==> src/rtl/tfp_pkg.sv <==
// ----------------------------------------------------------------------------
// tfp_pkg
// Shared types and constants of the teleinformation frame parser: character
// codes, result kinds and the command/status bundles between the controller
// and the datapath.
// ----------------------------------------------------------------------------
package tfp_pkg;

  localparam int LABEL_MAX_DEF = 8;
  localparam int DATA_MAX_DEF  = 16;

  localparam logic [6:0] CH_STX = 7'h02;
  localparam logic [6:0] CH_ETX = 7'h03;
  localparam logic [6:0] CH_LF  = 7'h0A;
  localparam logic [6:0] CH_CR  = 7'h0D;
  localparam logic [6:0] CH_SP  = 7'h20;

  typedef enum logic [1:0] {
    KIND_CHAR = 2'd0,
    KIND_END  = 2'd1,
    KIND_EOF  = 2'd2,
    KIND_ERR  = 2'd3
  } kind_t;

  typedef enum logic [1:0] {
    SEL_ZERO  = 2'd0,
    SEL_LABEL = 2'd1,
    SEL_DATA  = 2'd2
  } char_sel_t;

  typedef struct packed {
    logic      cur_clr;
    logic      cur_inc;
    logic      sum_clr;
    logic      sum_add;
    logic      len_ld;
    logic      lab_we;
    logic      dat_we;
    logic      idx_clr;
    logic      idx_inc;
    logic      out_load;
    kind_t     out_kind;
    logic      out_in_label;
    char_sel_t out_sel;
    logic      out_last;
  } dp_cmd_t;

  typedef struct packed {
    logic is_stx;
    logic is_etx;
    logic is_lf;
    logic is_cr;
    logic is_sp;
    logic chk_ok;
    logic cur_lt_label;
    logic cur_lt_data;
    logic label_empty;
    logic data_empty;
    logic idx_last_label;
    logic idx_last_data;
    logic out_free;
  } dp_status_t;

endpackage

==> src/rtl/tfp_ram.sv <==
// ----------------------------------------------------------------------------
// tfp_ram
// Generic simple dual-port RAM: one write port, one read port with a
// registered read.
// ----------------------------------------------------------------------------
module tfp_ram #(
  parameter  int WIDTH = 7,
  parameter  int DEPTH = 8,
  localparam int AW    = (DEPTH > 1) ? $clog2(DEPTH) : 1
) (
  input  logic             clk,
  input  logic             we,
  input  logic [AW-1:0]    waddr,
  input  logic [WIDTH-1:0] wdata,
  input  logic [AW-1:0]    raddr,
  output logic [WIDTH-1:0] rdata
);

  logic [WIDTH-1:0] mem [DEPTH];
  logic [WIDTH-1:0] rdata_r;

  always_ff @(posedge clk) begin
    if (we) begin
      mem[waddr] <= wdata;
    end
    rdata_r <= mem[raddr];
  end

  assign rdata = rdata_r;

endmodule

==> src/rtl/tfp_datapath.sv <==
// ----------------------------------------------------------------------------
// tfp_datapath
// Field cursor, label length, running checksum, label and data stores,
// read-out index and the result register of the frame parser.
// ----------------------------------------------------------------------------
module tfp_datapath #(
  parameter int LABEL_MAX = tfp_pkg::LABEL_MAX_DEF,
  parameter int DATA_MAX  = tfp_pkg::DATA_MAX_DEF
) (
  input  logic                clk,
  input  logic                rst_n,
  input  logic [7:0]          rx_byte,
  input  tfp_pkg::dp_cmd_t    cmd,
  output tfp_pkg::dp_status_t status,
  input  logic                out_ready,
  output logic                out_valid,
  output logic [1:0]          out_kind,
  output logic                out_in_label,
  output logic [6:0]          out_char_value,
  output logic                out_last
);

  import tfp_pkg::*;

  localparam int CUR_MAX = (LABEL_MAX > DATA_MAX) ? LABEL_MAX : DATA_MAX;
  localparam int CUR_W   = $clog2(CUR_MAX + 1);
  localparam int LEN_W   = $clog2(LABEL_MAX + 1);
  localparam int LAB_AW  = (LABEL_MAX > 1) ? $clog2(LABEL_MAX) : 1;
  localparam int DAT_AW  = (DATA_MAX > 1) ? $clog2(DATA_MAX) : 1;

  logic [6:0]       ch;
  logic [CUR_W-1:0] cursor_r, cursor_nxt;
  logic [LEN_W-1:0] label_len_r, label_len_nxt;
  logic [5:0]       sum_r, sum_nxt;
  logic [CUR_W-1:0] idx_r, idx_nxt;
  logic [CUR_W-1:0] idx_plus1;
  logic [6:0]       lab_rdata, dat_rdata;
  logic             out_valid_r, out_valid_nxt;
  logic [1:0]       kind_r;
  logic             in_label_r;
  logic [6:0]       char_r;
  logic             last_r;
  logic [6:0]       char_sel;

  assign ch        = rx_byte[6:0];
  assign idx_plus1 = idx_r + CUR_W'(1);

  always_comb begin
    cursor_nxt = cursor_r;
    if (cmd.cur_clr) begin
      cursor_nxt = '0;
    end else if (cmd.cur_inc) begin
      cursor_nxt = cursor_r + CUR_W'(1);
    end

    label_len_nxt = cmd.len_ld ? LEN_W'(cursor_r) : label_len_r;

    sum_nxt = sum_r;
    if (cmd.sum_clr) begin
      sum_nxt = '0;
    end else if (cmd.sum_add) begin
      sum_nxt = sum_r + ch[5:0];
    end

    idx_nxt = idx_r;
    if (cmd.idx_clr) begin
      idx_nxt = '0;
    end else if (cmd.idx_inc) begin
      idx_nxt = idx_plus1;
    end
  end

  tfp_ram #(.WIDTH(7), .DEPTH(LABEL_MAX)) u_label_ram (
    .clk   (clk),
    .we    (cmd.lab_we),
    .waddr (cursor_r[LAB_AW-1:0]),
    .wdata (ch),
    .raddr (idx_nxt[LAB_AW-1:0]),
    .rdata (lab_rdata)
  );

  tfp_ram #(.WIDTH(7), .DEPTH(DATA_MAX)) u_data_ram (
    .clk   (clk),
    .we    (cmd.dat_we),
    .waddr (cursor_r[DAT_AW-1:0]),
    .wdata (ch),
    .raddr (idx_nxt[DAT_AW-1:0]),
    .rdata (dat_rdata)
  );

  always_comb begin
    unique case (cmd.out_sel)
      SEL_LABEL: char_sel = lab_rdata;
      SEL_DATA:  char_sel = dat_rdata;
      default:   char_sel = '0;
    endcase
  end

  always_comb begin
    out_valid_nxt = out_valid_r;
    if (cmd.out_load) begin
      out_valid_nxt = 1'b1;
    end else if (out_ready) begin
      out_valid_nxt = 1'b0;
    end
  end

  always_ff @(posedge clk) begin
    if (!rst_n) begin
      cursor_r    <= '0;
      label_len_r <= '0;
      sum_r       <= '0;
      idx_r       <= '0;
      out_valid_r <= 1'b0;
    end else begin
      cursor_r    <= cursor_nxt;
      label_len_r <= label_len_nxt;
      sum_r       <= sum_nxt;
      idx_r       <= idx_nxt;
      out_valid_r <= out_valid_nxt;
    end
  end

  always_ff @(posedge clk) begin
    if (cmd.out_load) begin
      kind_r     <= cmd.out_kind;
      in_label_r <= cmd.out_in_label;
      char_r     <= char_sel;
      last_r     <= cmd.out_last;
    end
  end

  assign status.is_stx         = (ch == CH_STX);
  assign status.is_etx         = (ch == CH_ETX);
  assign status.is_lf          = (ch == CH_LF);
  assign status.is_cr          = (ch == CH_CR);
  assign status.is_sp          = (ch == CH_SP);
  assign status.chk_ok         = ((7'({1'b0, sum_r}) + CH_SP) == ch);
  assign status.cur_lt_label   = (cursor_r < CUR_W'(LABEL_MAX));
  assign status.cur_lt_data    = (cursor_r < CUR_W'(DATA_MAX));
  assign status.label_empty    = (label_len_r == '0);
  assign status.data_empty     = (cursor_r == '0);
  assign status.idx_last_label = (idx_plus1 == CUR_W'(label_len_r));
  assign status.idx_last_data  = (idx_plus1 == cursor_r);
  assign status.out_free       = !out_valid_r || out_ready;

  assign out_valid      = out_valid_r;
  assign out_kind       = kind_r;
  assign out_in_label   = in_label_r;
  assign out_char_value = char_r;
  assign out_last       = last_r;

endmodule

==> src/rtl/tfp_ctrl.sv <==
// ----------------------------------------------------------------------------
// tfp_ctrl
// Parse and read-out state machine of the frame parser: classifies each
// accepted beat and sequences the result run of a good group.
// ----------------------------------------------------------------------------
module tfp_ctrl (
  input  logic                clk,
  input  logic                rst_n,
  input  logic                in_valid,
  output logic                in_ready,
  input  tfp_pkg::dp_status_t status,
  output tfp_pkg::dp_cmd_t    cmd
);

  import tfp_pkg::*;

  typedef enum logic [8:0] {
    ST_WAIT_STX   = 9'b000000001,
    ST_WAIT_LF    = 9'b000000010,
    ST_LABEL      = 9'b000000100,
    ST_DATA       = 9'b000001000,
    ST_CHECK      = 9'b000010000,
    ST_WAIT_CR    = 9'b000100000,
    ST_EMIT_LABEL = 9'b001000000,
    ST_EMIT_DATA  = 9'b010000000,
    ST_EMIT_END   = 9'b100000000
  } state_t;

  state_t state_r, state_nxt;
  logic   parsing;
  logic   fire;

  assign parsing  = (state_r == ST_WAIT_STX) || (state_r == ST_WAIT_LF) ||
                    (state_r == ST_LABEL) || (state_r == ST_DATA) ||
                    (state_r == ST_CHECK) || (state_r == ST_WAIT_CR);
  assign in_ready = parsing && status.out_free;
  assign fire     = in_valid && in_ready;

  always_comb begin
    state_nxt = state_r;
    cmd       = '0;
    unique case (state_r)
      ST_WAIT_STX: begin
        if (fire && status.is_stx) begin
          state_nxt = ST_WAIT_LF;
        end
      end
      ST_WAIT_LF: begin
        if (fire) begin
          if (status.is_lf) begin
            cmd.cur_clr = 1'b1;
            cmd.sum_clr = 1'b1;
            state_nxt   = ST_LABEL;
          end else if (status.is_etx) begin
            cmd.out_load = 1'b1;
            cmd.out_kind = KIND_EOF;
            cmd.out_last = 1'b1;
            state_nxt    = ST_WAIT_STX;
          end else begin
            state_nxt = ST_WAIT_STX;
          end
        end
      end
      ST_LABEL: begin
        if (fire) begin
          if (status.is_sp) begin
            cmd.len_ld  = 1'b1;
            cmd.cur_clr = 1'b1;
            cmd.sum_add = 1'b1;
            state_nxt   = ST_DATA;
          end else if (status.cur_lt_label) begin
            cmd.lab_we  = 1'b1;
            cmd.cur_inc = 1'b1;
            cmd.sum_add = 1'b1;
          end else begin
            state_nxt = ST_WAIT_STX;
          end
        end
      end
      ST_DATA: begin
        if (fire) begin
          if (status.is_sp) begin
            state_nxt = ST_CHECK;
          end else if (status.cur_lt_data) begin
            cmd.dat_we  = 1'b1;
            cmd.cur_inc = 1'b1;
            cmd.sum_add = 1'b1;
          end else begin
            state_nxt = ST_WAIT_STX;
          end
        end
      end
      ST_CHECK: begin
        if (fire) begin
          if (status.chk_ok) begin
            state_nxt = ST_WAIT_CR;
          end else begin
            cmd.out_load = 1'b1;
            cmd.out_kind = KIND_ERR;
            cmd.out_last = 1'b1;
            state_nxt    = ST_WAIT_STX;
          end
        end
      end
      ST_WAIT_CR: begin
        if (fire) begin
          if (status.is_cr) begin
            cmd.idx_clr = 1'b1;
            if (!status.label_empty) begin
              state_nxt = ST_EMIT_LABEL;
            end else if (!status.data_empty) begin
              state_nxt = ST_EMIT_DATA;
            end else begin
              state_nxt = ST_EMIT_END;
            end
          end else begin
            state_nxt = ST_WAIT_STX;
          end
        end
      end
      ST_EMIT_LABEL: begin
        if (status.out_free) begin
          cmd.out_load     = 1'b1;
          cmd.out_kind     = KIND_CHAR;
          cmd.out_in_label = 1'b1;
          cmd.out_sel      = SEL_LABEL;
          if (status.idx_last_label) begin
            cmd.idx_clr = 1'b1;
            state_nxt   = status.data_empty ? ST_EMIT_END : ST_EMIT_DATA;
          end else begin
            cmd.idx_inc = 1'b1;
          end
        end
      end
      ST_EMIT_DATA: begin
        if (status.out_free) begin
          cmd.out_load = 1'b1;
          cmd.out_kind = KIND_CHAR;
          cmd.out_sel  = SEL_DATA;
          if (status.idx_last_data) begin
            state_nxt = ST_EMIT_END;
          end else begin
            cmd.idx_inc = 1'b1;
          end
        end
      end
      ST_EMIT_END: begin
        if (status.out_free) begin
          cmd.out_load = 1'b1;
          cmd.out_kind = KIND_END;
          cmd.out_last = 1'b1;
          state_nxt    = ST_WAIT_LF;
        end
      end
      default: begin
        state_nxt = ST_WAIT_STX;
      end
    endcase
  end

  always_ff @(posedge clk) begin
    if (!rst_n) begin
      state_r <= ST_WAIT_STX;
    end else begin
      state_r <= state_nxt;
    end
  end

  a_load_needs_room: assert property (@(posedge clk) disable iff (!rst_n)
    cmd.out_load |-> status.out_free)
    else $error("result loaded while output register is full");

  a_end_then_wait_lf: assert property (@(posedge clk) disable iff (!rst_n)
    (cmd.out_load && cmd.out_kind == KIND_END) |=> (state_r == ST_WAIT_LF))
    else $error("end marker not followed by wait for next group");

  a_no_input_in_readout: assert property (@(posedge clk) disable iff (!rst_n)
    (cmd.out_load && cmd.out_kind == KIND_CHAR) |-> !in_ready)
    else $error("input accepted during group read-out");

  a_err_from_check: assert property (@(posedge clk) disable iff (!rst_n)
    (cmd.out_load && cmd.out_kind == KIND_ERR) |-> (state_r == ST_CHECK))
    else $error("checksum error outside checksum state");

endmodule

==> src/rtl/teleinfo_frame_parser_unit.sv <==
// ----------------------------------------------------------------------------
// teleinfo_frame_parser_unit
// Historic-mode teleinformation frame parser.
//
// Input channel (in_valid/in_ready/in_rx_byte) takes one serial character per
// beat; bit 7 is ignored. Result channel (out_valid/out_ready/out_*) gives
// group characters, group end markers, end-of-frame and checksum errors;
// out_last marks the final result caused by one input beat.
// A character that causes no result is absorbed. ETX and a checksum
// error give their single result in the cycle after the beat.
// The CR of a good group starts a read-out of label then data characters
// from the two stores, one result per cycle unless the receiver stalls,
// then the end marker: label_len + data_len + 1 results, at most
// LABEL_MAX + DATA_MAX + 1. The registered store read runs one index ahead.
// in_ready is low during a read-out and while the result register is full
// and not being taken, so a stalled receiver holds both sides.
// Reset returns to waiting for STX with the result register empty; the
// stores need no clearing.
// ----------------------------------------------------------------------------
module teleinfo_frame_parser_unit #(
  parameter int LABEL_MAX = tfp_pkg::LABEL_MAX_DEF,
  parameter int DATA_MAX  = tfp_pkg::DATA_MAX_DEF
) (
  input  logic       clk,
  input  logic       rst_n,
  input  logic       in_valid,
  output logic       in_ready,
  input  logic [7:0] in_rx_byte,
  output logic       out_valid,
  input  logic       out_ready,
  output logic [1:0] out_kind,
  output logic       out_in_label,
  output logic [6:0] out_char_value,
  output logic       out_last
);

  import tfp_pkg::*;

  dp_cmd_t    cmd;
  dp_status_t status;

  tfp_ctrl u_ctrl (
    .clk      (clk),
    .rst_n    (rst_n),
    .in_valid (in_valid),
    .in_ready (in_ready),
    .status   (status),
    .cmd      (cmd)
  );

  tfp_datapath #(
    .LABEL_MAX (LABEL_MAX),
    .DATA_MAX  (DATA_MAX)
  ) u_datapath (
    .clk            (clk),
    .rst_n          (rst_n),
    .rx_byte        (in_rx_byte),
    .cmd            (cmd),
    .status         (status),
    .out_ready      (out_ready),
    .out_valid      (out_valid),
    .out_kind       (out_kind),
    .out_in_label   (out_in_label),
    .out_char_value (out_char_value),
    .out_last       (out_last)
  );

endmodule
==> config.mk <==
export PLATFORM = sky130hd
export DESIGN_NAME = teleinfo_frame_parser_unit
export DESIGN_NICKNAME = d
export VERILOG_FILES = /design/src/rtl/tfp_pkg.sv /design/src/rtl/tfp_ram.sv /design/src/rtl/tfp_datapath.sv /design/src/rtl/tfp_ctrl.sv /design/src/rtl/teleinfo_frame_parser_unit.sv
export SDC_FILE = /design/constraint.sdc
export NUM_CORES = 1
export LEC_CHECK = 0
export ABC_AREA = 1
export BUFFER_PORTS_ARGS = -buffer_cell sky130_fd_sc_hd__buf_2
export CORE_MARGIN = 4
export CORE_UTILIZATION = 55
export CTS_CLUSTER_SIZE = 12
export DETAILED_ROUTE_END_ITERATION = 16
export PLACE_DENSITY = 0.79
export SLEW_MARGIN = 20
export SYNTH_ARGS = -nofsm -noshare
export SYNTH_HDL_FRONTEND = slang
export SYNTH_SLANG_ARGS = --single-unit
export TNS_END_PERCENT = 5
==> constraint.sdc <==
create_clock -name clk -period 2.6 [get_ports clk]
set_clock_uncertainty 0.1 [all_clocks]
set_input_delay 0.13 -clock clk [delete_from_list [all_inputs] [get_ports clk]]
set_output_delay 0.13 -clock clk [all_outputs]
set_load 0.03 [all_outputs]
Yosys cells after proc, flatten, opt, wreduce, memory -nomap -nowiden
Memory sizes are Yosys's and may differ from the RTL's. A register that Yosys moved wholly into a read port is not among the register bits. Cells that the tools add are included.

Register bits after elaboration: 41. Memory bits (writable): 168. Input bits: 12. Output and inout bits: 13. Logic and storage cells: 141. Memories kept: 2.

$add $sub $neg: 4. Order comparisons: 2. Eq/ne operators: 32. Mux-type cells: 72. Bitwise logic cells: 1. Reduce and logical (&&, ||, !) cells: 17.

Memories: u_datapath.u_data_ram.mem (depth 16, width 7, read ports 1, clocked after Yosys merged registers in 1, wr ports 1, line tfp_ram.sv:19) `logic [WIDTH-1:0] mem [DEPTH];`; u_datapath.u_label_ram.mem (depth 8, width 7, read ports 1, clocked after Yosys merged registers in 1, wr ports 1, line tfp_ram.sv:19).

Operator list (count): $mux W9 (18); $pmux W9 S9 (1); $mux W1 (28); $mux W3 (8); $ne A2 B1 Y1 const B (8); $pmux W3 S5 (1); $eq A7 B2 Y1 const B (2); $eq A7 B4 Y1 const B (2); $pmux W7 S2 (1); $reduce_and A13 Y1 (1); $mux W4 (3); $add A5 B1 Y5 const B (2); $pmux W1 S2 (5); $eq A9 B1 Y1 const B (1); $eq A9 B2 Y1 const B (1); $eq A9 B3 Y1 const B (1); $eq A9 B4 Y1 const B (1); $eq A9 B5 Y1 const B (1); $eq A9 B6 Y1 const B (1); $eq A9 B7 Y1 const B (1); $eq A9 B8 Y1 const B (1); $eq A9 B9 Y1 const B (1); $mux W8 (1); $add A6 B6 Y7 const B (1); 23 further kinds (37).

Longest topological paths before layout
Gate-level depths: netlist of the first run.

Depth in word-level cells: 12. Gate-level depth with buffers: 20.

Modules after synthesis
From an unflattened synthesis of the first run, not the netlist that was laid out.

Cell total of the unflattened synthesis: 1146. Area total of the unflattened synthesis: 10481.3 um^2.

Modules (own cells, without submodules): tfp_ram (u_datapath.u_data_ram) (instances 1, cells each 485, area an instance 5034.8 um^2); tfp_ram (u_datapath.u_label_ram) (instances 1, cells each 266, area an instance 2718.9 um^2); tfp_datapath (instances 1, cells each 233, area an instance 1800.5 um^2); tfp_ctrl (instances 1, cells each 162, area an instance 927.1 um^2).

Worst setup path after synthesis of the first run
No wires, ideal clock.

Path type: register to register. From: reg u_ctrl.state_r[4]. To: mem u_datapath.u_label_ram.mem[0][0] (enable). Library setup time: 0.380 ns. Arrival: 2.495 ns. Path slack: -0.375 ns. Stages on the path, launching flop included: 12. Buffers on the path: 0. Period minus slack after synthesis: 2.975 ns. Cell sequence: dfxtp_1 nor2_4 nand2_2 nor2_1 nand2_1 nand2_1 inv_2 a21oi_1 nand2_1 nor2_1 nand2_1 nor3_1.

Cells in the longest elaborated chain, start to end: 12.

RTL lines: start: declaration (line tfp_ctrl.sv:29) `state_t state_r, state_nxt;`; start signal: assignment (line tfp_ctrl.sv:165) `state_r <= state_nxt;`; $eq A9 B1 Y1 or $eq A9 B2 Y1 (tied branches) (line tfp_ctrl.sv:33) `assign parsing = (state_r == ST_WAIT_STX) || (state_r == ST_WAIT_LF) ||`; $logic_or A1 B1 Y1 (2 in a row) (line tfp_ctrl.sv:33); $logic_or A1 B1 Y1 (2 in a row) (line tfp_ctrl.sv:34) `(state_r == ST_LABEL) || (state_r == ST_DATA) ||`; $logic_or A1 B1 Y1 * (line tfp_ctrl.sv:35) `(state_r == ST_CHECK) || (state_r == ST_WAIT_CR);`; $logic_and A1 B1 Y1 * (line tfp_ctrl.sv:36) `assign in_ready = parsing && status.out_free;`; named net in_ready (line teleinfo_frame_parser_unit.sv:27) `output logic in_ready,`; $logic_and A1 B1 Y1 * (line tfp_ctrl.sv:37) `assign fire = in_valid && in_ready;`; $mux W3 * (line tfp_ctrl.sv:65) `if (fire) begin`; $mux W2 * (line tfp_ctrl.sv:42) `unique case (state_r)`; $mux W1 * (line tfp_ram.sv:23) `if (we) begin`; $mux W1 (not written as such) * (line tfp_ram.sv:24) `mem[waddr] <= wdata;`; end: declaration (line tfp_ram.sv:19).

The timed path passes the listed nets; every way through them passes the cells marked *.

Worst setup path after layout of the first run
From: reg u_datapath.idx_r[0]. To: reg u_datapath.u_data_ram.rdata_r[6] (netlist: u_datapath.u_data_ram.rdata[6]), read port of u_datapath.u_data_ram.mem.

Cells in the longest elaborated chain, start to end: 7.

RTL lines: start: declaration (line tfp_datapath.sv:35) `logic [CUR_W-1:0] idx_r, idx_nxt;`; start signal: assignment (line tfp_datapath.sv:119) `idx_r <= idx_nxt;`; $add A5 B1 Y5 (line tfp_datapath.sv:46) `assign idx_plus1 = idx_r + CUR_W'(1);`; $eq A5 B5 Y1 or $eq A5 B4 Y1 (tied branches) (line tfp_datapath.sv:144, tfp_datapath.sv:143); $mux W1, on equally long branches (line tfp_ctrl.sv:140, tfp_ctrl.sv:127); $mux W4 or $mux W8 (tied branches) (line tfp_ctrl.sv:136, tfp_ctrl.sv:122); $pmux W1 S2 (line tfp_ctrl.sv:42); $mux W4 (line tfp_datapath.sv:68) `end else if (cmd.idx_inc) begin`; $mux W4 * (line tfp_datapath.sv:66) `if (cmd.idx_clr) begin`; end: declaration (line tfp_ram.sv:20) `logic [WIDTH-1:0] rdata_r;`.

Mark *: on every way between the ends. The rest lies on a longest branch, timed or not. A chain may end at the register's enable or synchronous reset.

==> results of run 1 <==
Yosys cell counts (5+ instances only):
library cell	count	share of area
a21oi_1	32	0.016
a31oi_1	7	0.0043
buf_2	6	0.0029
buf_4	11	0.0081
buf_6	9	0.0099
clkbuf_1	8	0.0029
dfxtp_1	44	0.086
edfxtp_1	179	0.53
ha_1	12	0.015
inv_1	149	0.055
inv_2	13	0.0048
nand2_1	220	0.081
nand2_2	6	0.0037
nand3_1	121	0.059
nand3_2	5	0.0049
nand4_1	7	0.0043
nor2_1	106	0.039
nor3_1	11	0.0054
o21ai_0	25	0.012
o21ai_1	42	0.021
o21bai_1	7	0.0051
xor2_1	7	0.0060
stage by stage:
step	area, um^2	worst slack (ns)	utilization	setup TNS (ns)	power (W)
after floorplan	10300	0.0154	-	0	0.00513
after global placement	11200	-0.0412	0.615	-0.0704	0.00564
after detailed placement	11200	-0.121	0.615	-0.784	0.00567
after CTS	12100	-0.00663	0.665	-0.0108	0.00889
after global routing	12700	-0.269	0.699	-2.26	0.00951
final	12700	-0.111	0.699	-0.596	0.00918
flip-flops by register name, indices dropped and copies added, names as in the netlist:
signal / flops
u_ctrl.state_r: 9
u_datapath.cursor_r: 5
u_datapath.idx_r: 5
u_datapath.label_len_r: 4
u_datapath.out_char_value: 7
u_datapath.out_in_label: 1
u_datapath.out_kind: 2
u_datapath.out_last: 1
u_datapath.out_valid: 1
u_datapath.sum_r: 6
u_datapath.u_data_ram.mem: 112
u_datapath.u_data_ram.rdata: 7
u_datapath.u_label_ram.mem: 56
u_datapath.u_label_ram.rdata: 7
what timing repair did:
action                                  in CTS  in global routing
endpoints found under the setup margin      21                194
setup buffers                                4                  9
endpoints found under the hold margin       34                  0
pin swaps                                    7                 32
gates cloned                                 1                 12
hold buffers                                 4                  0
resized for setup                           16                 67
where the power goes:
group	leakage, nW	switching [W]	internal, W
clock network	0.360	0.00133	0.00188
registers	1.97	0.0000728	0.00397
logic	2.93	0.00116	0.000762
how the worst max path moves through the flow:
stage,slack (ns),depth (start not counted),start,to
3_3_place_gp,-0.04,17,u_datapath.idx_r[0],u_datapath.u_data_ram.rdata[4]
2_1_floorplan,0.02,11,u_ctrl.state_r[4],u_datapath.u_data_ram.mem[10][0]
4_1_cts,-0.007,20,u_datapath.idx_r[0],u_datapath.u_label_ram.rdata[2]
5_1_grt,-0.27,19,u_datapath.idx_r[0],u_datapath.u_data_ram.rdata[6]
6_report,-0.11,19,u_datapath.idx_r[0],u_datapath.u_data_ram.rdata[6]
3_5_place_dp,-0.12,17,u_datapath.idx_r[0],u_datapath.u_data_ram.rdata[4]
worst register-to-register path: cells and delay by family, from the launching register on:
| family | cells | cell delay [ns] |
|---|---|---|
| fa+ha+maj | 1 | 0.29 |
| buf+inv | 4 | 0.49 |
| flops | 1 | 0.34 |
| simple gates | 14 | 1.44 |
layout make-up:
cell class / instances / area (um^2) / share of cell area
Sequential cell: 223 / 6260 / 0.493
Multi-Input combinational cell: 641 / 3420 / 0.270
Timing Repair Buffer: 139 / 1370 / 0.108
Clock buffer: 38 / 714 / 0.0563
Inverter: 162 / 608 / 0.0479
Tap cell: 229 / 287 / 0.0226
Clock inverter: 6 / 28.8 / 0.00227
cell families after synthesis:
family	after synthesis	synth area share
simple gates	501	0.218
flops	223	0.612
buf+inv	199	0.0845
compound gates	118	0.0623
fa+ha+maj	13	0.0166
xor+xnor	8	0.00686
cell usage in the layout (no fill, tap or decap), drive strengths merged:
cell type	synthesis	final
nand3	126	126
buf	29	126
fa	1	1
or2	4	4
a31oi	7	7
o21bai	7	7
clkinv	0	5
and2	1	1
nor3	11	11
dlygate4sd3	0	4
o21ai	68	68
nor4	5	5
clkbuf	8	47
o31ai	1	1
a211oi	2	2
o2111ai	1	1
nand4	9	10
inv	162	162
a21oi	32	32
dfxtp	44	44
ha	12	12
nand3b	2	2
nand2	228	228
nor2	114	114
xnor2	1	1
clkinvlp	0	1
nor3b	1	1
xor2	7	7
edfxtp	179	179
layer usage:
layer  part of all wire  GRT usage  up-vias
li1                   -          -     3782
met1               0.39      0.311     3782
met2               0.49      0.405      448
met3              0.088     0.0344       89
met4              0.034     0.0874        0
met5                  0          0        -
==> flow_summary.toml, run 1 <==
[run_status]
status = "finished with violations"
violations = "negative setup slack"

[sta]
worst_slack_ns = -0.111
rsz0062_at_grt = "true"
finalHoldViolations = 0
relSlewSlack = 0.665
post-route-min-period_ns = 2.71
worst_hold_slack_ns = 0.0587
period_share = 1.04
slew_violations = 0
worstMarginPinSlew_ns = 0.499
finalSetupViolCount = 12
max_freq_mhz = 369

[clocking]
cts.path.max_buffers = 3
clkTransAtPathRegs_ns = 0.06
cts_tree = "yes"
numCtsBuffers = 24
cts_max_level = 1
clk_latency_ns = 0.51
clock-sinks = 223
cts_root_buffer = "clkbuf_16"

[setup_path]
reg2reg_depth = 19
regToRegSetupSlack_ns = -0.11
slowest_stage = "dfxtp_2"
crit_chain = "ha_4, inv_2, nand2_1, nand2_1, nor2_1, nand3_1, nor2_2, nand2_1, nand2_2, nand2_4, buf_6, or2_4, nand3_4, buf_12, buf_12, nand3_2, nand3_1, nand3_1, nand2_1"
critPathKind = "register to register"
start_kind = "register"
path_common_cell = "nand2_1"
r2r_end = "u_datapath.u_data_ram.rdata[6]"
worst-path-buf-inv = 4
path_delay_family = "simple AND/OR/NAND/NOR gates"
end_kind = "register"
cp_data_arrival_time_ns = 3.07
cp_max_fo = 7
worst_path_largest_cell_delay_ns = 0.34
required_ns = 2.96
reg2reg_from = "u_datapath.idx_r[0]"

[placement]
numPortBuffers = 23
dp_hpwl_um = 16100
place_inst = 1364
gp_congestion = 0.941

[finish]
syn_to_final_growth_pct = 24.1
layout.nets = 1216
finalNonFillerCells = 1438
antenna-diode-count = 0
fill_cells = 1214
final_layout_size_suffix_gt1_frac = 0.219

[global_route]
overflow = 0
antenna_found_initial = 0
grt_pass1_vias = 7573
grt_pass1_wl_um = 38500
grt.total_usage = 0.238
grt_max_degree = 41

[logic_synthesis]
yosysSeqAreaShare = 0.612
synth_enable_flop_cells = 179
postSynthAreaPerCell_um2 = 9.62
syn_nets = 1087
yosysUniqueCellTypes = 41
synthArstFlopShare = 0
postSynthCellCount = 1062
ys_ff_latch = 223
synth_area_mm2 = 0.0102
yosys_warnings = 0
synth_ff_type = "edfxtp_1"

[drt]
vias = 8101
via_per_inst = 5.63
drt_pass1_iterations = 5
antenna_left = 0
drtIter0Drc = 1079
drt-total-wl_um = 27400
post-route-drc-count = 0
post_drt_wl_per_cell_um = 19.1

[floorplanning]
die_x_um = 144
row_count = 49
core_mm2 = 0.0181
start_util = 0.563
dieArea_mm2 = 0.0208
die_h_um = 144
num_io_pins = 25

[hold_path]
hp-start = "in_valid"
worstHoldPathType = "input port to register"
hold_end = "u_datapath.sum_r[2]"
hold_depth = 4

[pwr]
vdd_drop_max_v = 0.000521
power_leakage_nw = 5.26
power_density_mw_per_mm2 = 723

[run]
maxCapViolCount = 0
No activity file was read; power rests on OpenSTA's default activity.
==> run 2: changes to the inputs <==
Settings changed: CELL_PAD_IN_SITES_DETAIL_PLACEMENT set to 0, CELL_PAD_IN_SITES_GLOBAL_PLACEMENT set to 2, CORE_UTILIZATION 55 to 41, PLACE_DENSITY 0.79 to 0.81.
==> run 2 against run 1 <==
Net effect:
- via count shrank 6.7%
- highest routed layer is now met5
- hold slack lost 0.024 ns
- count of clock-buffer cells in the layout shrank 7
- wire length rose by 1.2%
- sequential cell count unchanged
- setup slack improved by 0.067 ns
- sequential share of layout area is 1.3 points lower
- register-to-register slack better by 0.07 ns
- the run still ends with negative setup slack left
- design area increased by 2.7%
- total power up 1.8%
==> flow_summary.toml, run 2 (synthesis gave the netlist of run 1 again) <==
[run_status]
status = "finished with violations"
violations = "negative setup slack"

[pwr]
power_density_mw_per_mm2 = 716
vdd_drop_max_v = 0.000555
power_leakage_nw = 5.36
p_total_w = 0.00934

[placement]
numPortBuffers = 23
gp_congestion = 0.831
dp_hpwl_um = 17600
dpl-instance-area_mm2 = 0.0115
place_inst = 1484

[setup_path]
end_kind = "register"
cp_data_arrival_time_ns = 2.95
cp_max_fo = 7
regToRegSetupSlack_ns = -0.04
worst_path_largest_cell_delay_ns = 0.33
path_common_cell = "nand2_1"
critPathKind = "register to register"
crit_chain = "ha_4, inv_2, nand2_1, nand2_1, nor2_2, nand3_2, nor2_4, nand2_2, nand2_4, nand2_8, nand2_4, nand2_4, nor2_4, buf_12, buf_12, buf_16, nand2_1, nand3_1, nand3_2, nand3_2, nand2_1"
slowest_stage = "dfxtp_2"
required_ns = 2.91
start_kind = "register"

[finish]
syn_to_final_growth_pct = 27.5
finalNonFillerCells = 1547
layout_commonest_cell = "nand2_1"
stdcell_area_mm2 = 0.0130
largestRegisters = "u_datapath.u_data_ram.mem: 112 flops, u_datapath.u_label_ram.mem: 56 flops, u_ctrl.state_r: 9 flops"
final_layout_size_suffix_gt1_frac = 0.249
layout.nets = 1232
largest_reg_flops = 112
largest_register = "u_datapath.u_data_ram.mem"
fin_util = 0.534
antenna-diode-count = 0
fill_cells = 2215
final_cell_mix = "nand2_1, edfxtp_1, inv_1"

[drt]
via_per_inst = 4.88
drtIter0Drc = 525
antenna_left = 0
post-route-drc-count = 0
post_drt_wl_per_cell_um = 17.9
drt-total-wl_um = 27700
vias = 7555
drt_pass1_iterations = 5

[clocking]
clock-sinks = 223
cts.path.max_buffers = 3
clk_latency_ns = 0.52
clkTransAtPathRegs_ns = 0.06
numCtsBuffers = 25
cts_tree = "yes"
cts_max_level = 1
cts_root_buffer = "clkbuf_16"

[sta]
finalSetupViolCount = 4
period_share = 1.02
post-route-min-period_ns = 2.64
relSlewSlack = 0.683
worst_slack_ns = -0.0441
finalHoldViolations = 0
slew_violations = 0
max_freq_mhz = 378
worst_hold_slack_ns = 0.0346
rsz0062_at_grt = "true"
worstMarginPinSlew_ns = 0.471

[global_route]
overflow = 0
grt_pass1_wl_um = 42100
grt.total_usage = 0.192
antenna_found_initial = 1
grt_pass1_vias = 7429
grt_max_degree = 49

[floorplanning]
die_x_um = 166
die_h_um = 166
core_mm2 = 0.0244
start_util = 0.419
dieArea_mm2 = 0.0275
row_count = 57
num_io_pins = 25

[run]
maxCapViolCount = 0

[hold_path]
worstHoldPathType = "input port to register"
run 2: stage by stage:
stage	TNS [ns]	setup WS, ns
after floorplan	0	0.0154
after global placement	-0.0739	-0.0288
after detailed placement	-0.346	-0.0706
after CTS	-0.00815	-0.00446
after global routing	-2.15	-0.190
final	-0.0814	-0.0441
run 2: routing by layer:
layer,wire length (um),GRT usage,up-vias
li1,-,-,3814
met1,12800,0.269,3542
met2,13200,0.322,152
met5,10,0,-
met4,546,0.0452,2
met3,1180,0.0238,45
run 2: worst paths after layout:
| check | startpoint | end | cells past startpoint |
|---|---|---|---|
| worst max-delay path | u_datapath.idx_r[0] | u_datapath.u_data_ram.rdata[5] | 21 |
| worst min-delay path | in_rx_byte[5] | u_ctrl.state_r[6] | 6 |
| worst max register to register | u_datapath.idx_r[0] | u_datapath.u_data_ram.rdata[5] | 21 |
| worst min register to register | u_datapath.sum_r[0] | u_datapath.sum_r[0] | 2 |
run 2: area by class of cell:
cell class | instances | area, um^2 | share of cell area
inverters | 162 | 608 | 0.0467
flip-flops and latches | 223 | 6260 | 0.480
clock inverters | 12 | 109 | 0.00835
repair buffers | 155 | 1490 | 0.114
clock buffers | 31 | 648 | 0.0497
well taps | 324 | 405 | 0.0311
multi-input cells | 640 | 3510 | 0.270
run 2: critical path: cells and delay by family, from the launching register on:
kind,cells,cell delay (ns)
buf+inv,4,0.43
simple gates,16,1.37
flops,1,0.33
fa+ha+maj,1,0.28
run 2: timing repair:
action	4_1_cts	5_1_grt
endpoints found under the hold margin	23	0
hold buffers	3	0
cloned	2	7
gates resized for setup	24	71
pin swaps	5	40
setup buffers	6	3
setup endpoints to repair	13	87
run 2: power by group:
part | total (W) | switching, W | internal [W]
clock network | 0.00332 | 0.00137 | 0.00195
registers | 0.00405 | 0.0000730 | 0.00397
logic | 0.00197 | 0.00118 | 0.000796
==> run 3: changes to the inputs <==
Settings changed: HOLD_SLACK_MARGIN set to 0.02, SKIP_LAST_GASP set to 1.
==> run 3 against run 2 <==
Net effect:
- the run now ends clean
- die area is the same
- sequential cell count stayed put
- non-clock buffer count rose by 5
==> flow_summary.toml, run 3 (synthesis gave the netlist of run 1 again) <==
[global_route]
grt_pass1_wl_um = 42100
antenna_found_initial = 1
grt_max_degree = 49
grt.total_usage = 0.192
overflow = 0
grt_pass1_vias = 7433

[pwr]
p_comb_frac = 0.209
sw_frac_of_total = 0.279
pwr-share-clk = 0.356
p_total_w = 0.00932
vdd_drop_max_v = 0.000557
power_density_mw_per_mm2 = 714
p_sw_w = 0.00260
power_leakage_nw = 5.39
power_frac_seq = 0.434
p_int_w = 0.00672

[drt]
drtIter0Drc = 477
drt_pass1_iterations = 5
vias = 7554
post_drt_wl_per_cell_um = 17.8
drt-total-wl_um = 27600
via_per_inst = 4.87
post-route-drc-count = 0
antenna_left = 0

[floorplanning]
start_util = 0.419
die_h_um = 166
num_io_pins = 25
dieArea_mm2 = 0.0275
core_mm2 = 0.0244
row_count = 57
die_x_um = 166

[setup_path]
cp-startpoint = "u_datapath.idx_r[0]"
slowest_stage = "dfxtp_2"
reg2reg_from = "u_datapath.idx_r[0]"
path_common_cell = "nand2_1"
worst_path_largest_cell_delay_ns = 0.33
crit_chain = "ha_4, inv_2, nand2_1, nand2_1, nor2_2, nand3_2, nor2_4, nand2_2, nand2_4, nand2_8, nand2_4, nand2_4, nor2_4, buf_12, buf_12, buf_4, nand2_1, nand3_1, nand3_2, nand3_2, nand2_1"
end_kind = "register"
path_delay_family = "simple AND/OR/NAND/NOR gates"
start_kind = "register"
cp_max_fo = 8
required_ns = 2.91
cp_data_arrival_time_ns = 2.91
critPathKind = "register to register"
worst-path-buf-inv = 4

[sta]
worstMarginPinSlew_ns = 0.465
rsz0062_at_grt = "true"
worst_slack_ns = 0.00247
max_freq_mhz = 385
slew_violations = 0
finalSetupViolCount = 0
period_share = 0.999
relSlewSlack = 0.687
post-route-min-period_ns = 2.60
finalHoldViolations = 0

[clocking]
clk_latency_ns = 0.52
numCtsBuffers = 25
cts_max_level = 1
clock-sinks = 223
clkTransAtPathRegs_ns = 0.06
cts_tree = "yes"
cts.path.max_buffers = 3
cts_root_buffer = "clkbuf_16"

[placement]
dpl-instance-area_mm2 = 0.0115
preCtsSetupSlack_ns = -0.0706
gp_congestion = 0.831
dp_hpwl_um = 17600
numPortBuffers = 23

[finish]
largest_register = "u_datapath.u_data_ram.mem"
largestRegisters = "u_datapath.u_data_ram.mem: 112 flops, u_datapath.u_label_ram.mem: 56 flops, u_ctrl.state_r: 9 flops"
final_layout_size_suffix_gt1_frac = 0.241
fin_util = 0.535
layout_commonest_cell = "nand2_1"
stdcell_area_mm2 = 0.0130
fill_cells = 2215
final_cell_mix = "nand2_1, edfxtp_1, inv_1"
syn_to_final_growth_pct = 27.6
layout.nets = 1237
largest_reg_flops = 112
antenna-diode-count = 0

[hold_path]
worstHoldPathType = "input port to register"
hp-start = "in_rx_byte[4]"

[run_status]
status = "finished, final reports clean"

[run]
maxCapViolCount = 0
## run 3: cell count changes in the layout (fill, tap and decap cells not counted), sizes merged
cell         delta
dlygate4sd3     +1
buf             +4
## run 3: worst paths after layout
path | endpoint | slack, ns | cells past startpoint
min | u_ctrl.state_r[6] | 0.06 | 6
min reg2reg | u_datapath.sum_r[0] | 0.35 | 2
max reg2reg | u_datapath.u_data_ram.rdata[5] | 0.002 | 21
max | u_datapath.u_data_ram.rdata[5] | 0.002 | 21
## run 3: timing repair
action | CTS | global route
buffers inserted | 6 | 7
gates resized for setup | 22 | 62
gates cloned | 2 | 7
pin swaps | 5 | 36
endpoints found under the setup margin | 13 | 87
endpoints found under the hold margin | 29 | 0
hold buffers | 4 | 0
## run 3: worst min-delay path, delay by kind of cell
kind / cells / cell delay [ns]
simple gates: 4 / 0.33
buf+inv: 1 / 0.11
compound gates: 1 / 0.05
## run 3: metrics by stage
stage	instances	hold slack (ns)	setup TNS, ns
after detailed placement	1484	0.345	-0.346
final	1552	0.0643	0
after global placement	1484	0.336	-0.0739
after floorplan	1062	0.129	0
after CTS	1539	0.0392	-0.0141
after global routing	1552	0.0816	-4.94
## run 3: per-layer routing
layer  track usage  up-vias  part of all wire
met5             0        -           0.00036
met2         0.322      142              0.47
met4        0.0452        2             0.020
met1         0.269     3542              0.47
met3        0.0238       46             0.039
li1              -     3822                 -
## run 3: area by class of cell
class	instances	area [um^2]	share of cell area
Inverter	162	608	0.0466
Clock buffer	31	648	0.0497
Clock inverter	12	109	0.00834
Sequential cell	223	6260	0.480
Tap cell	324	405	0.0311
Timing Repair Buffer	160	1550	0.119
Multi-Input combinational cell	640	3470	0.266
## run 3: power groups by stage
stage	Clock [W]	Combinational, W	Sequential, W
after floorplan	0	0.00101	0.00412
after global placement	0	0.00167	0.00412
after detailed placement	0	0.00167	0.00412
after CTS	0.00339	0.00178	0.00405
after global routing	0.00354	0.00217	0.00405
final	0.00332	0.00195	0.00405
